[config.mk]
export PLATFORM = sky130hd
export DESIGN_NAME = fixed_partition_allocator_unit
export DESIGN_NICKNAME = d
export VERILOG_FILES = /design/src/fpa_pkg.sv /design/src/fixed_partition_allocator_unit.sv /design/src/fpa_scan.sv /design/src/fpa_ctrl.sv
export SDC_FILE = /design/constraint.sdc
export NUM_CORES = 1
export LEC_CHECK = 0
export ABC_AREA = 0
export BUFFER_PORTS_ARGS = -buffer_cell sky130_fd_sc_hd__buf_2
export CAP_MARGIN = 40
export CELL_PAD_IN_SITES_DETAIL_PLACEMENT = 0
export CELL_PAD_IN_SITES_GLOBAL_PLACEMENT = 1
export CORE_ASPECT_RATIO = 0.9
export CORE_MARGIN = 1.5
export CORE_UTILIZATION = 52
export CTS_CLUSTER_SIZE = 10
export DETAILED_ROUTE_END_ITERATION = 12
export GPL_TIMING_DRIVEN = 0
export PLACE_DENSITY = 0.83
export SLEW_MARGIN = 5
export SYNTH_ARGS = -nofsm -noshare
export SYNTH_HDL_FRONTEND = slang
export SYNTH_HIERARCHICAL = 1
export SYNTH_SLANG_ARGS = --single-unit
[constraint.sdc]
create_clock -name clk -period 9.26 [get_ports clk]
set_input_delay 0.926 -clock clk [delete_from_list [all_inputs] [get_ports clk]]
set_output_delay 0.926 -clock clk [all_outputs]
set_load 0.005 [all_outputs]
[src/fpa_pkg.sv]
// fpa_pkg: shared types, codes and constants of the fixed partition allocator
`timescale 1ns / 1ps
package fpa_pkg;

  localparam int DEF_SMALL_BLOCKS = 8;
  localparam int DEF_MID_BLOCKS   = 8;
  localparam int DEF_LARGE_BLOCKS = 8;

  localparam int SIZE_W    = 16;
  localparam int BASE_W    = 24;
  localparam int PORT_IDX_W = 5;
  localparam int CFG_IDX_W = 3;

  localparam logic [CFG_IDX_W-1:0] REG_UNIFORM_MODE = 3'd0;
  localparam logic [CFG_IDX_W-1:0] REG_SMALL_SIZE   = 3'd1;
  localparam logic [CFG_IDX_W-1:0] REG_MID_SIZE     = 3'd2;
  localparam logic [CFG_IDX_W-1:0] REG_LARGE_SIZE   = 3'd3;
  localparam logic [CFG_IDX_W-1:0] REG_UNIFORM_SIZE = 3'd4;

  typedef enum logic [1:0] {
    ST_IDLE,
    ST_DECIDE,
    ST_SCAN,
    ST_RESP
  } state_t;

  typedef enum logic [1:0] {
    CLS_SMALL,
    CLS_MID,
    CLS_LARGE,
    CLS_POOL
  } class_t;

  typedef enum logic [1:0] {
    STATUS_OK           = 2'd0,
    STATUS_TOO_BIG      = 2'd1,
    STATUS_FULL         = 2'd2,
    STATUS_FREE_IGNORED = 2'd3
  } status_t;

  typedef enum logic {
    OP_ALLOC = 1'b0,
    OP_FREE  = 1'b1
  } op_t;

  typedef struct packed {
    logic              uniform_mode;
    logic [SIZE_W-1:0] small_size;
    logic [SIZE_W-1:0] mid_size;
    logic [SIZE_W-1:0] large_size;
    logic [SIZE_W-1:0] uniform_size;
  } cfg_t;

  typedef struct packed {
    logic clear;
    logic step;
  } scan_ctl_t;

  typedef struct packed {
    status_t               status;
    logic [PORT_IDX_W-1:0] index;
    logic [BASE_W-1:0]     base;
    logic [SIZE_W-1:0]     size;
  } res_t;

endpackage

[src/fixed_partition_allocator_unit.sv]
// fixed_partition_allocator_unit: top level of the fixed partition block allocator
//
//   channel  | handshake            | payload
//   ---------+----------------------+-------------------------------------------------
//   in       | in_valid / in_stall  | op, request_size, free_index
//   out      | out_valid / out_stall| status, granted_index, granted_base, granted_size
//   cfg      | cfg_we               | cfg_index, cfg_data
//
// a free or refused allocate is decided in ST_DECIDE and held in the result register
// until moved into the output; an allocate that scans walks from block 0 to a grant
// or its class's last block, one block per cycle through one shared adder
// reset clears the allocation bits and counters at once, no clearing pass
// one transaction at a time; in_stall is high from acceptance until the result moves
// into the output register, which holds while out_stall is high
`timescale 1ns / 1ps
module fixed_partition_allocator_unit #(
  parameter int SMALL_BLOCKS = fpa_pkg::DEF_SMALL_BLOCKS,
  parameter int MID_BLOCKS   = fpa_pkg::DEF_MID_BLOCKS,
  parameter int LARGE_BLOCKS = fpa_pkg::DEF_LARGE_BLOCKS
) (
  input  logic                           clk,
  input  logic                           rst,
  input  logic                           in_valid,
  output logic                           in_stall,
  input  logic                           op,
  input  logic [fpa_pkg::SIZE_W-1:0]     request_size,
  input  logic [fpa_pkg::PORT_IDX_W-1:0] free_index,
  output logic                           out_valid,
  input  logic                           out_stall,
  output logic [1:0]                     status,
  output logic [fpa_pkg::PORT_IDX_W-1:0] granted_index,
  output logic [fpa_pkg::BASE_W-1:0]     granted_base,
  output logic [fpa_pkg::SIZE_W-1:0]     granted_size,
  input  logic                           cfg_we,
  input  logic [fpa_pkg::CFG_IDX_W-1:0]  cfg_index,
  input  logic [fpa_pkg::SIZE_W-1:0]     cfg_data
);
  import fpa_pkg::*;

  localparam int TOTAL = SMALL_BLOCKS + MID_BLOCKS + LARGE_BLOCKS;
  localparam int IDX_W = $clog2(TOTAL);

  cfg_t              cfg;
  scan_ctl_t         scan_ctl;
  logic [IDX_W-1:0]  scan_idx;
  logic [BASE_W-1:0] scan_acc;
  logic [SIZE_W-1:0] scan_size;
  logic              busy;
  logic              in_take;
  logic              res_valid;
  logic              res_take;
  res_t              res;

  always_ff @(posedge clk) begin
    if (rst) begin
      cfg.uniform_mode <= 1'b0;
      cfg.small_size   <= SIZE_W'(16);
      cfg.mid_size     <= SIZE_W'(64);
      cfg.large_size   <= SIZE_W'(256);
      cfg.uniform_size <= SIZE_W'(256);
    end else if (cfg_we) begin
      case (cfg_index)
        REG_UNIFORM_MODE: cfg.uniform_mode <= cfg_data[0];
        REG_SMALL_SIZE:   cfg.small_size   <= cfg_data;
        REG_MID_SIZE:     cfg.mid_size     <= cfg_data;
        REG_LARGE_SIZE:   cfg.large_size   <= cfg_data;
        REG_UNIFORM_SIZE: cfg.uniform_size <= cfg_data;
        default: begin
        end
      endcase
    end
  end

  assign in_stall = busy;
  assign in_take  = in_valid && !busy;
  assign res_take = res_valid && (!out_valid || !out_stall);

  fpa_scan #(
    .SMALL_BLOCKS (SMALL_BLOCKS),
    .MID_BLOCKS   (MID_BLOCKS),
    .LARGE_BLOCKS (LARGE_BLOCKS),
    .IDX_W        (IDX_W)
  ) u_scan (
    .clk  (clk),
    .ctl  (scan_ctl),
    .cfg  (cfg),
    .idx  (scan_idx),
    .acc  (scan_acc),
    .size (scan_size)
  );

  fpa_ctrl #(
    .SMALL_BLOCKS (SMALL_BLOCKS),
    .MID_BLOCKS   (MID_BLOCKS),
    .LARGE_BLOCKS (LARGE_BLOCKS),
    .IDX_W        (IDX_W)
  ) u_ctrl (
    .clk          (clk),
    .rst          (rst),
    .in_take      (in_take),
    .op           (op),
    .request_size (request_size),
    .free_index   (free_index),
    .cfg          (cfg),
    .busy         (busy),
    .scan_ctl     (scan_ctl),
    .scan_idx     (scan_idx),
    .scan_acc     (scan_acc),
    .scan_size    (scan_size),
    .res_valid    (res_valid),
    .res          (res),
    .res_take     (res_take)
  );

  // output register
  always_ff @(posedge clk) begin
    if (rst) begin
      out_valid <= 1'b0;
    end else if (res_take) begin
      out_valid <= 1'b1;
    end else if (!out_stall) begin
      out_valid <= 1'b0;
    end
  end

  always_ff @(posedge clk) begin
    if (res_take) begin
      status        <= res.status;
      granted_index <= res.index;
      granted_base  <= res.base;
      granted_size  <= res.size;
    end
  end

endmodule

[src/fpa_scan.sv]
// fpa_scan: block walker with the shared base address accumulator
`timescale 1ns / 1ps
module fpa_scan #(
  parameter int SMALL_BLOCKS = 8,
  parameter int MID_BLOCKS   = 8,
  parameter int LARGE_BLOCKS = 8,
  parameter int IDX_W        = 5
) (
  input  logic                      clk,
  input  fpa_pkg::scan_ctl_t        ctl,
  input  fpa_pkg::cfg_t             cfg,
  output logic [IDX_W-1:0]          idx,
  output logic [fpa_pkg::BASE_W-1:0] acc,
  output logic [fpa_pkg::SIZE_W-1:0] size
);
  import fpa_pkg::*;

  localparam logic [IDX_W-1:0] MID_FIRST   = IDX_W'(SMALL_BLOCKS);
  localparam logic [IDX_W-1:0] LARGE_FIRST = IDX_W'(SMALL_BLOCKS + MID_BLOCKS);

  // size of the block under the walker
  always_comb begin
    if (cfg.uniform_mode) begin
      size = cfg.uniform_size;
    end else if (idx < MID_FIRST) begin
      size = cfg.small_size;
    end else if (idx < LARGE_FIRST) begin
      size = cfg.mid_size;
    end else begin
      size = cfg.large_size;
    end
  end

  always_ff @(posedge clk) begin
    if (ctl.clear) begin
      idx <= '0;
      acc <= '0;
    end else if (ctl.step) begin
      idx <= idx + IDX_W'(1);
      acc <= acc + BASE_W'(size);
    end
  end

endmodule

[src/fpa_ctrl.sv]
// fpa_ctrl: sequencer, allocation bits, class counters and result register
`timescale 1ns / 1ps
module fpa_ctrl #(
  parameter int SMALL_BLOCKS = 8,
  parameter int MID_BLOCKS   = 8,
  parameter int LARGE_BLOCKS = 8,
  parameter int IDX_W        = 5
) (
  input  logic                           clk,
  input  logic                           rst,
  input  logic                           in_take,
  input  logic                           op,
  input  logic [fpa_pkg::SIZE_W-1:0]     request_size,
  input  logic [fpa_pkg::PORT_IDX_W-1:0] free_index,
  input  fpa_pkg::cfg_t                  cfg,
  output logic                           busy,
  output fpa_pkg::scan_ctl_t             scan_ctl,
  input  logic [IDX_W-1:0]               scan_idx,
  input  logic [fpa_pkg::BASE_W-1:0]     scan_acc,
  input  logic [fpa_pkg::SIZE_W-1:0]     scan_size,
  output logic                           res_valid,
  output fpa_pkg::res_t                  res,
  input  logic                           res_take
);
  import fpa_pkg::*;

  localparam int TOTAL = SMALL_BLOCKS + MID_BLOCKS + LARGE_BLOCKS;
  localparam int S_W   = $clog2(SMALL_BLOCKS + 1);
  localparam int M_W   = $clog2(MID_BLOCKS + 1);
  localparam int L_W   = $clog2(LARGE_BLOCKS + 1);
  localparam int P_W   = $clog2(TOTAL + 1);

  localparam logic [IDX_W-1:0] MID_FIRST   = IDX_W'(SMALL_BLOCKS);
  localparam logic [IDX_W-1:0] LARGE_FIRST = IDX_W'(SMALL_BLOCKS + MID_BLOCKS);
  localparam logic [IDX_W-1:0] SMALL_LAST  = IDX_W'(SMALL_BLOCKS - 1);
  localparam logic [IDX_W-1:0] MID_LAST    = IDX_W'(SMALL_BLOCKS + MID_BLOCKS - 1);
  localparam logic [IDX_W-1:0] TOTAL_LAST  = IDX_W'(TOTAL - 1);

  state_t               state, state_next;
  logic [TOTAL-1:0]     bits;
  logic [S_W-1:0]       small_in_use, small_in_use_next;
  logic [M_W-1:0]       mid_in_use, mid_in_use_next;
  logic [L_W-1:0]       large_in_use, large_in_use_next;
  logic [P_W-1:0]       pool_in_use, pool_in_use_next;

  logic                 op_q;
  logic [SIZE_W-1:0]    req_q;
  logic [PORT_IDX_W-1:0] fidx_q;
  class_t               cls_q, cls_next;
  res_t                 res_next;
  logic                 res_load;

  logic [IDX_W-1:0]     fidx_ext;
  logic                 fidx_ok;
  logic                 free_ok;
  logic                 too_big;
  logic                 has_room;
  logic [IDX_W-1:0]     lo, last;
  logic                 grant;
  logic                 bit_set;
  logic                 bit_clr;

  assign fidx_ext = IDX_W'(fidx_q);
  assign fidx_ok  = int'(fidx_q) < TOTAL;
  assign free_ok  = fidx_ok && bits[fidx_ext];
  assign too_big  = req_q > cfg.large_size;

  // class choice
  always_comb begin
    has_room = 1'b1;
    cls_next = CLS_LARGE;
    if (cfg.uniform_mode) begin
      cls_next = CLS_POOL;
      has_room = pool_in_use < P_W'(TOTAL);
    end else if (req_q <= cfg.small_size && small_in_use < S_W'(SMALL_BLOCKS)) begin
      cls_next = CLS_SMALL;
    end else if (req_q <= cfg.mid_size && mid_in_use < M_W'(MID_BLOCKS)) begin
      cls_next = CLS_MID;
    end else begin
      has_room = large_in_use < L_W'(LARGE_BLOCKS);
    end
  end

  always_comb begin
    case (cls_q)
      CLS_SMALL: begin
        lo   = '0;
        last = SMALL_LAST;
      end
      CLS_MID: begin
        lo   = MID_FIRST;
        last = MID_LAST;
      end
      CLS_LARGE: begin
        lo   = LARGE_FIRST;
        last = TOTAL_LAST;
      end
      default: begin
        lo   = '0;
        last = TOTAL_LAST;
      end
    endcase
  end

  assign grant = (state == ST_SCAN) && scan_idx >= lo && scan_idx <= last && !bits[scan_idx];

  always_comb begin
    state_next        = state;
    scan_ctl          = '0;
    res_load          = 1'b0;
    res_next          = '0;
    res_next.status   = STATUS_OK;
    bit_set           = 1'b0;
    bit_clr           = 1'b0;
    small_in_use_next = small_in_use;
    mid_in_use_next   = mid_in_use;
    large_in_use_next = large_in_use;
    pool_in_use_next  = pool_in_use;
    case (state)
      ST_IDLE: begin
        if (in_take) begin
          state_next = ST_DECIDE;
        end
      end
      ST_DECIDE: begin
        if (op_q == OP_FREE) begin
          res_load   = 1'b1;
          state_next = ST_RESP;
          if (!free_ok) begin
            res_next.status = STATUS_FREE_IGNORED;
          end else begin
            bit_clr = 1'b1;
            if (cfg.uniform_mode) begin
              pool_in_use_next = (pool_in_use != '0) ? pool_in_use - P_W'(1) : pool_in_use;
            end else if (fidx_ext < MID_FIRST) begin
              small_in_use_next = (small_in_use != '0) ? small_in_use - S_W'(1) : small_in_use;
            end else if (fidx_ext < LARGE_FIRST) begin
              mid_in_use_next = (mid_in_use != '0) ? mid_in_use - M_W'(1) : mid_in_use;
            end else begin
              large_in_use_next = (large_in_use != '0) ? large_in_use - L_W'(1) : large_in_use;
            end
          end
        end else if (too_big) begin
          res_load        = 1'b1;
          res_next.status = STATUS_TOO_BIG;
          state_next      = ST_RESP;
        end else if (!has_room) begin
          res_load        = 1'b1;
          res_next.status = STATUS_FULL;
          state_next      = ST_RESP;
        end else begin
          scan_ctl.clear = 1'b1;
          state_next     = ST_SCAN;
        end
      end
      ST_SCAN: begin
        if (grant) begin
          bit_set         = 1'b1;
          res_load        = 1'b1;
          res_next.status = STATUS_OK;
          res_next.index  = PORT_IDX_W'(scan_idx);
          res_next.base   = scan_acc;
          res_next.size   = scan_size;
          state_next      = ST_RESP;
          case (cls_q)
            CLS_SMALL: small_in_use_next = small_in_use + S_W'(1);
            CLS_MID:   mid_in_use_next   = mid_in_use + M_W'(1);
            CLS_LARGE: large_in_use_next = large_in_use + L_W'(1);
            default:   pool_in_use_next  = pool_in_use + P_W'(1);
          endcase
        end else if (scan_idx == last) begin
          res_load        = 1'b1;
          res_next.status = STATUS_FULL;
          state_next      = ST_RESP;
        end else begin
          scan_ctl.step = 1'b1;
        end
      end
      ST_RESP: begin
        if (res_take) begin
          state_next = ST_IDLE;
        end
      end
      default: begin
        state_next = ST_IDLE;
      end
    endcase
  end

  assign busy      = (state != ST_IDLE);
  assign res_valid = (state == ST_RESP);

  always_ff @(posedge clk) begin
    if (rst) begin
      state        <= ST_IDLE;
      bits         <= '0;
      small_in_use <= '0;
      mid_in_use   <= '0;
      large_in_use <= '0;
      pool_in_use  <= '0;
    end else begin
      state        <= state_next;
      small_in_use <= small_in_use_next;
      mid_in_use   <= mid_in_use_next;
      large_in_use <= large_in_use_next;
      pool_in_use  <= pool_in_use_next;
      if (bit_set) begin
        bits[scan_idx] <= 1'b1;
      end
      if (bit_clr) begin
        bits[fidx_ext] <= 1'b0;
      end
    end
  end

  always_ff @(posedge clk) begin
    if (in_take) begin
      op_q   <= op;
      req_q  <= request_size;
      fidx_q <= free_index;
    end
    if (state == ST_DECIDE) begin
      cls_q <= cls_next;
    end
    if (res_load) begin
      res <= res_next;
    end
  end

  a_grant_sets_bit: assert property (@(posedge clk) disable iff (rst)
    grant |=> bits[$past(scan_idx)])
    else $error("granted block not marked allocated");

  a_free_clears_bit: assert property (@(posedge clk) disable iff (rst)
    (state == ST_DECIDE && op_q == OP_FREE && free_ok) |=> !bits[$past(fidx_ext)])
    else $error("freed block still marked allocated");

  a_counters_bounded: assert property (@(posedge clk) disable iff (rst)
    small_in_use <= S_W'(SMALL_BLOCKS) && mid_in_use <= M_W'(MID_BLOCKS) &&
    large_in_use <= L_W'(LARGE_BLOCKS) && pool_in_use <= P_W'(TOTAL))
    else $error("use counter beyond its block count");

  a_take_returns_idle: assert property (@(posedge clk) disable iff (rst)
    (res_valid && res_take) |=> (state == ST_IDLE))
    else $error("sequencer did not return to idle after result");

endmodule
Word-level counts from Yosys, hierarchy flattened
Cells that the tools add are included.
{"block": "totals", "register_bits": 256, "input_bits": 46, "output_inout_bits": 49, "word_cells": 213}
{"block": "classes", "add_sub_neg": 10, "order_cmp": 18, "n_eq_ne": 31, "n_mux": 89, "n_bitwise": 3, "reduce_logical": 36}
{"cell": "4-bit two-way mux", "n": 23}
{"cell": "24-bit two-way mux", "n": 3}
{"cell": "16-bit two-way mux", "n": 3}
{"cell": "16-bit less-or-equal comparator", "n": 2}
{"cell": "5-bit two-way mux", "n": 6}
{"cell": "5-bit case mux with 2 select lines", "n": 3}
{"cell": "1-bit two-way mux", "n": 28}
{"cell": "2-bit two-way mux", "n": 13}
{"cell": "24-bit by 16-bit adder with 24-bit output", "n": 1}
{"cell": "24-bit AND", "n": 1}
{"cell": "24-bit inverter", "n": 1}
{"cell": "24-bit bitwise OR", "n": 1}
{"cell": "4-bit case mux with 2 select lines", "n": 3}
{"cell": "2-bit by 1-bit != test with 1-bit output, second input constant", "n": 11}
{"cell": "5-bit less-than comparator, second input constant", "n": 4}
{"cell": "2-bit != test, second input constant", "n": 9}
{"cell": "9-bit AND reduction", "n": 2}
{"cell": "16-bit > comparator", "n": 1}
{"cell": "4-bit by 1-bit adder with 4-bit output, second input constant", "n": 3}
{"cell": "4-bit less-than comparator, second input constant", "n": 3}
{"cell": "5-bit by 6-bit less-than comparator with 1-bit output, second input constant", "n": 2}
{"cell": "2-bit AND reduction", "n": 6}
{"cell": "4-bit nonzero test", "n": 3}
{"cell": "4-bit by 1-bit subtractor with 4-bit output, second input constant", "n": 3}
{"cell": "other kinds (29)", "n": 52}

Depth between registers and ports, before layout
{"block": "logic_depth", "word_depth": 12, "mapped_depth": 16, "mapped_depth_nobuf": 15}

By module
Netlist, hierarchy kept.
{"mod": "fpa_ctrl", "n_inst": 1, "cells_each": 620, "area_each_um2": 6703.9, "seq_area_each_um2": 2992.9}
{"mod": "fixed_partition_allocator_unit", "n_inst": 1, "cells_each": 291, "area_each_um2": 4120.2, "seq_area_each_um2": 2732.6}
{"mod": "fpa_scan", "n_inst": 1, "cells_each": 323, "area_each_um2": 2482.4, "seq_area_each_um2": 580.6}

Least setup slack after synthesis
OpenSTA, ideal clock, no wires.
{"block": "synth_path", "kind": "input-to-reg", "from": "input port out_stall", "to": "register u_ctrl.state[0]", "setup_time_ns": 0.095, "arrival_time_ns": 5.593, "required_time_ns": 9.165, "setup_slack_ns": 3.572, "path_stages": 4, "path_buffers": 0, "cell_sequence": "a21boi_0 o22ai_1 or3_1 a221oi_1"}
{"block": "synth_via", "elab_chain_cells": 5}
{"item": "start, declared", "line": "fixed_partition_allocator_unit.sv:29", "rtl": "input logic out_stall,"}
{"item": "1-bit zero test"}
{"item": "1-bit logical OR", "line": "fixed_partition_allocator_unit.sv:76", "rtl": "assign res_take = res_valid && (!out_valid || !out_stall);"}
{"item": "1-bit logical AND", "line": "fixed_partition_allocator_unit.sv:76"}
{"item": "2-bit by 1-bit != test with 1-bit output (no source line)"}
{"item": "3-bit AND reduction (no source line)"}
{"item": "end signal, assigned", "line": "fpa_ctrl.sv:202", "rtl": "state <= state_next;"}
{"item": "end, declared", "line": "fpa_ctrl.sv:39", "rtl": "state_t state, state_next;"}
Every way passes these cells.
A chain may end at the register's enable or synchronous reset.

Worst setup path in the final report
{"block": "layout_path", "from": "register u_scan.idx[3]", "to": "register u_scan/acc[20] (netlist bit)"}
{"block": "layout_via", "elab_cells_between_ends": 18, "cone_classes": "add/sub: 1; order compare: 4; eq/ne: 1; mux: 8; reduce/logical: 4"}
{"item": "start, declared", "line": "fpa_scan.sv:12", "rtl": "output logic [IDX_W-1:0] idx,"}
{"item": "start signal, assigned", "line": "fpa_scan.sv:39", "rtl": "idx <= idx + IDX_W'(1);"}
{"item": "5-bit less-than comparator", "line": "fpa_scan.sv:27", "rtl": "end else if (idx < LARGE_FIRST) begin"}
{"item": "16-bit two-way mux", "line": "fpa_scan.sv:27"}
{"item": "16-bit two-way mux *", "line": "fpa_scan.sv:25", "rtl": "end else if (idx < MID_FIRST) begin"}
{"item": "16-bit two-way mux *", "line": "fpa_scan.sv:23", "rtl": "if (cfg.uniform_mode) begin"}
{"item": "via scan_size[0]", "line": "fixed_partition_allocator_unit.sv:47", "rtl": "logic [SIZE_W-1:0] scan_size;"}
{"item": "24-bit by 16-bit adder with 24-bit output *", "line": "fpa_scan.sv:40", "rtl": "acc <= acc + BASE_W'(size);"}
{"item": "end signal, assigned", "line": "fpa_scan.sv:40"}
{"item": "end, declared", "line": "fpa_scan.sv:13", "rtl": "output logic [fpa_pkg::BASE_W-1:0] acc,"}
Mark *: on every way through the listed nets, which the timed path passes. The rest lies on a longest branch. The select of a mux whose other input is x is not followed.

==> results.py <==
metrics = {
    "floorplan": {
        "core_area_um2": 25120,
        "die_w_um": 171.6,
        "rows": 55,
        "die_h_um": 154.8,
        "ioPinCount": 95,
        "die_area_um2": 26560,
        "start_util_pct": 52.98,
    },
    "logic_synthesis": {
        "netlist_area_um2": 13310,
        "yosysWarnings": 6,
        "synth_cells": 1234,
        "synth_ff_type": "dfxtp_1",
        "yosysSeqAreaShare_pct": 47.39,
        "ys_types": 90,
        "avgSynthCellArea_um2": 10.78,
        "async_reset_ff_share_pct": 0,
        "synth-edff-count": 118,
        "syn_nets": 1368,
        "ys_ff_latch": 256,
    },
    "routing": {
        "wire_per_inst_um": 18.47,
        "vias": 9763,
        "ant_nets": 0,
        "wl_um": 31900,
        "dr.pass1.iters": 5,
        "drt_iter0_drc": 635,
        "drc": 0,
        "avgViaCountPerCell": 5.653,
    },
    "setup_path": {
        "rrSetupSlack_ns": 4.94,
        "start_kind": "flip-flop",
        "crit_chain": "buf_2 -> buf_2 -> mux2i_1 -> nor2_1 -> a21oi_1 -> o21ai_0 -> ha_1 -> inv_1 -> fa_1 -> nor2b_1 -> o211ai_1 -> a21oi_2 -> o21ai_1 -> a211oi_1 -> mux2_1",
        "crit_type": "reg2reg",
        "cp_data_arrival_time_ns": 4.77,
        "ff2ff_path_depth": 15,
        "r2r-start": "u_scan/idx[3]",
        "crit_fanout": 10,
        "rr_endpoint": "u_scan/acc[20]",
        "cp_common_cell": "buf_2",
        "cp_data_required_time_ns": 9.71,
        "cp-end-kind": "flip-flop",
        "crit_start": "u_scan/idx[3]",
        "slowest_delay_ns": 0.51,
        "crit_slowest_cell": "dfxtp_1",
    },
    "sta": {
        "rsz0062_at_grt": "no",
        "maxSlewHeadroom_pct": 37.20,
        "fmax_mhz": 231.7,
        "whs_ns": 0.4141,
        "worst_pin_slew_ns": 0.9298,
        "hold_viol_final": 0,
        "fin_tns_setup_ns": 0,
        "post-route-min-period_ns": 4.316,
        "setup_ws_ns": 4.944,
        "period_share_pct": 46.61,
        "finClkSkew_ns": 0.02355,
        "slew_violations": 0,
        "finalSetupViolCount": 0,
    },
    "worst_hold_path": {
        "min_path_type": "reg2reg",
        "hold_path_end": "status[1]",
        "hp-start": "u_ctrl/res[46]",
        "hold_depth": 0,
    },
    "placed_design": {
        "dp_hpwl_um": 23550,
        "portBuffers": 93,
        "gp_congestion": 0.8961,
        "pre_cts_ws_ns": 4.932,
    },
    "cts": {
        "cts_buffer_depth": 3,
        "numCtsBuffers": 30,
        "cts-root-buf": "clkbuf_16",
        "cts_max_level": 1,
        "clk_pin_slew_ns": 0.06,
        "cts_tree": "done",
        "cts.sinks": 256,
        "postCtsSetupRepairBufs": 0,
        "cts_hold_buffers": 0,
        "worstSkewPairLatency_ns": 0.57,
        "ctsResizeCount": 0,
    },
    "global_route": {
        "grt_pass1_vias": 9262,
        "antenna_found_initial": 0,
        "grt_pass1_wl_um": 50780,
        "grt_max_degree": 31,
        "grt_use_total_pct": 24.49,
        "grt-ovfl-total": 0,
    },
    "finish": {
        "drive_gt1_share_pct": 13.87,
        "fin_nets": 1496,
        "area_delta_synth_final_pct": 14.04,
    },
    "pwr": {
        "power-per-cell-area_nw_per_um2": 240.3,
        "p_leak_nw": 5.922,
        "worst_ir_drop_vdd_v": 0.0001386,
    },
    "run_status": {
        "status": "finished, final reports clean",
    },
    "job": {
        "cap_violations": 0,
    },
}
Yosys cell counts, types with 6 or more instances:
library cell	n	area share, %
edfxtp_1	118	27
a31oi_1	28	1.3
dfxtp_1	138	21
xor2_1	6	0.39
a311oi_1	16	1.1
mux4_2	7	1.2
a21oi_1	72	2.7
nor3_1	9	0.34
xnor2_1	13	0.86
nand3_1	14	0.53
mux2i_1	86	6.5
mux2_2	8	0.68
nand2_1	53	1.5
and3_1	6	0.28
nor2b_1	19	0.89
a21o_1	16	0.90
and2_1	43	2.0
a211oi_1	21	1.2
nor2_1	63	1.8
o21ai_0	43	1.6
buf_2	10	0.38
clkbuf_1	38	1.1
inv_1	72	2.0
or3_1	9	0.42
nand2b_1	81	3.8
nor3b_1	10	0.56
ha_1	83	7.8
o21a_1	7	0.39
nand4_1	12	0.56
mux2_1	10	0.85
o211ai_1	6	0.34
worst max path at each step:
| stage | to | depth (start not counted) |
|---|---|---|
| after CTS | u_scan/acc[0] | 11 |
| after global routing | u_scan/acc[20] | 15 |
| final | u_scan/acc[20] | 15 |
| after detailed placement | u_scan/acc[0] | 11 |
| after floorplan | u_ctrl/state[0] | 4 |
| after global placement | u_ctrl/state[0] | 5 |
flip-flops by register name, indices dropped and copies added (netlist names), 5 cells and up:
name and count:
granted_base 24, u_ctrl/fidx_ext 5, u_ctrl/req_q 16, granted_size 16
u_ctrl/pool_in_use 5, granted_index 5, u_ctrl/res 47, cfg 65
u_ctrl/bits 24, u_scan/idx 5, u_scan/acc 24
cell usage in the layout, fill, tap and decap left out, types with 6 or more instances in the layout:
master,Yosys,final
nand2b_1,81,81
nand2_1,53,53
a311oi_1,16,16
nand4_1,12,12
mux2i_1,86,86
o21ai_0,43,43
dfxtp_1,138,138
mux2_1,10,10
inv_1,72,72
and3_1,6,6
a211oi_1,21,21
nand3_1,14,14
buf_2,10,103
o21a_1,7,7
ha_1,83,83
o211ai_1,6,6
mux4_2,7,7
nor3b_1,10,10
nor3_1,9,9
a31oi_1,28,28
clkbuf_16,0,30
nor2b_1,19,18
clkbuf_1,38,58
mux2_2,8,8
nor2_1,63,63
a21o_1,16,16
and2_1,43,43
xnor2_1,13,13
edfxtp_1,118,118
xor2_1,6,6
or3_1,9,9
a21oi_1,72,71
cell type report:
cell class / count / area [um2]
sequential: 256 / 6306
fill: 2158 / 9943
clock inverter: 2 / 38.79
timing repair buffer: 96 / 520.5
antenna: 1 / 2.502
clock buffer: 52 / 853.3
multi-input combinational: 849 / 6467
buffer: 57 / 287.8
tap: 342 / 427.9
inverter: 72 / 270.3
stage by stage:
step                total power [mW]  area (um2)  std cells  utilization, %
floorplan                      2.265       13310       1234               -
global placement               2.547       14200       1669           56.53
detailed placement             2.581       14280       1672           56.85
CTS                            3.658       15170       1726           60.40
global route                   3.860       15170       1726           60.40
finish                         3.646       15170       1727           60.41
cell families (layout without fill, tap and decap cells):
logic type,after synthesis,after routing,synth area share [%]
other cells,0,1,0
flops,256,256,47.39
compound gates,273,273,14.02
buf+inv,129,279,4.194
simple gates,357,357,15.30
xor+xnor,19,19,1.251
mux,112,112,9.290
fa+ha+maj,88,88,8.557
where the power goes:
group	switching, mW	total (mW)	internal [mW]
Sequential	0.131	1.51	1.38
Clock	0.450	1.07	0.621
Combinational	0.640	1.06	0.424
Total	1.22	3.65	2.42
critical path: cells and delay by family (launching register included):
kind,cells,cell delay [ns]
fa+ha+maj,2,0.67
flops,1,0.51
buf+inv,3,0.89
mux,2,0.47
simple gates,2,0.27
compound gates,6,1.40
metal layers:
metal / part of all wire [%] / wire length, um / global-route usage [%]
met5: 0 / 0 / 0
met4: 2.1 / 662 / 6.224
met3: 5.3 / 1706 / 2.917
met2: 44 / 13990 / 37.17
met1: 49 / 15540 / 36.95
(Power assumes the default switching activity.)
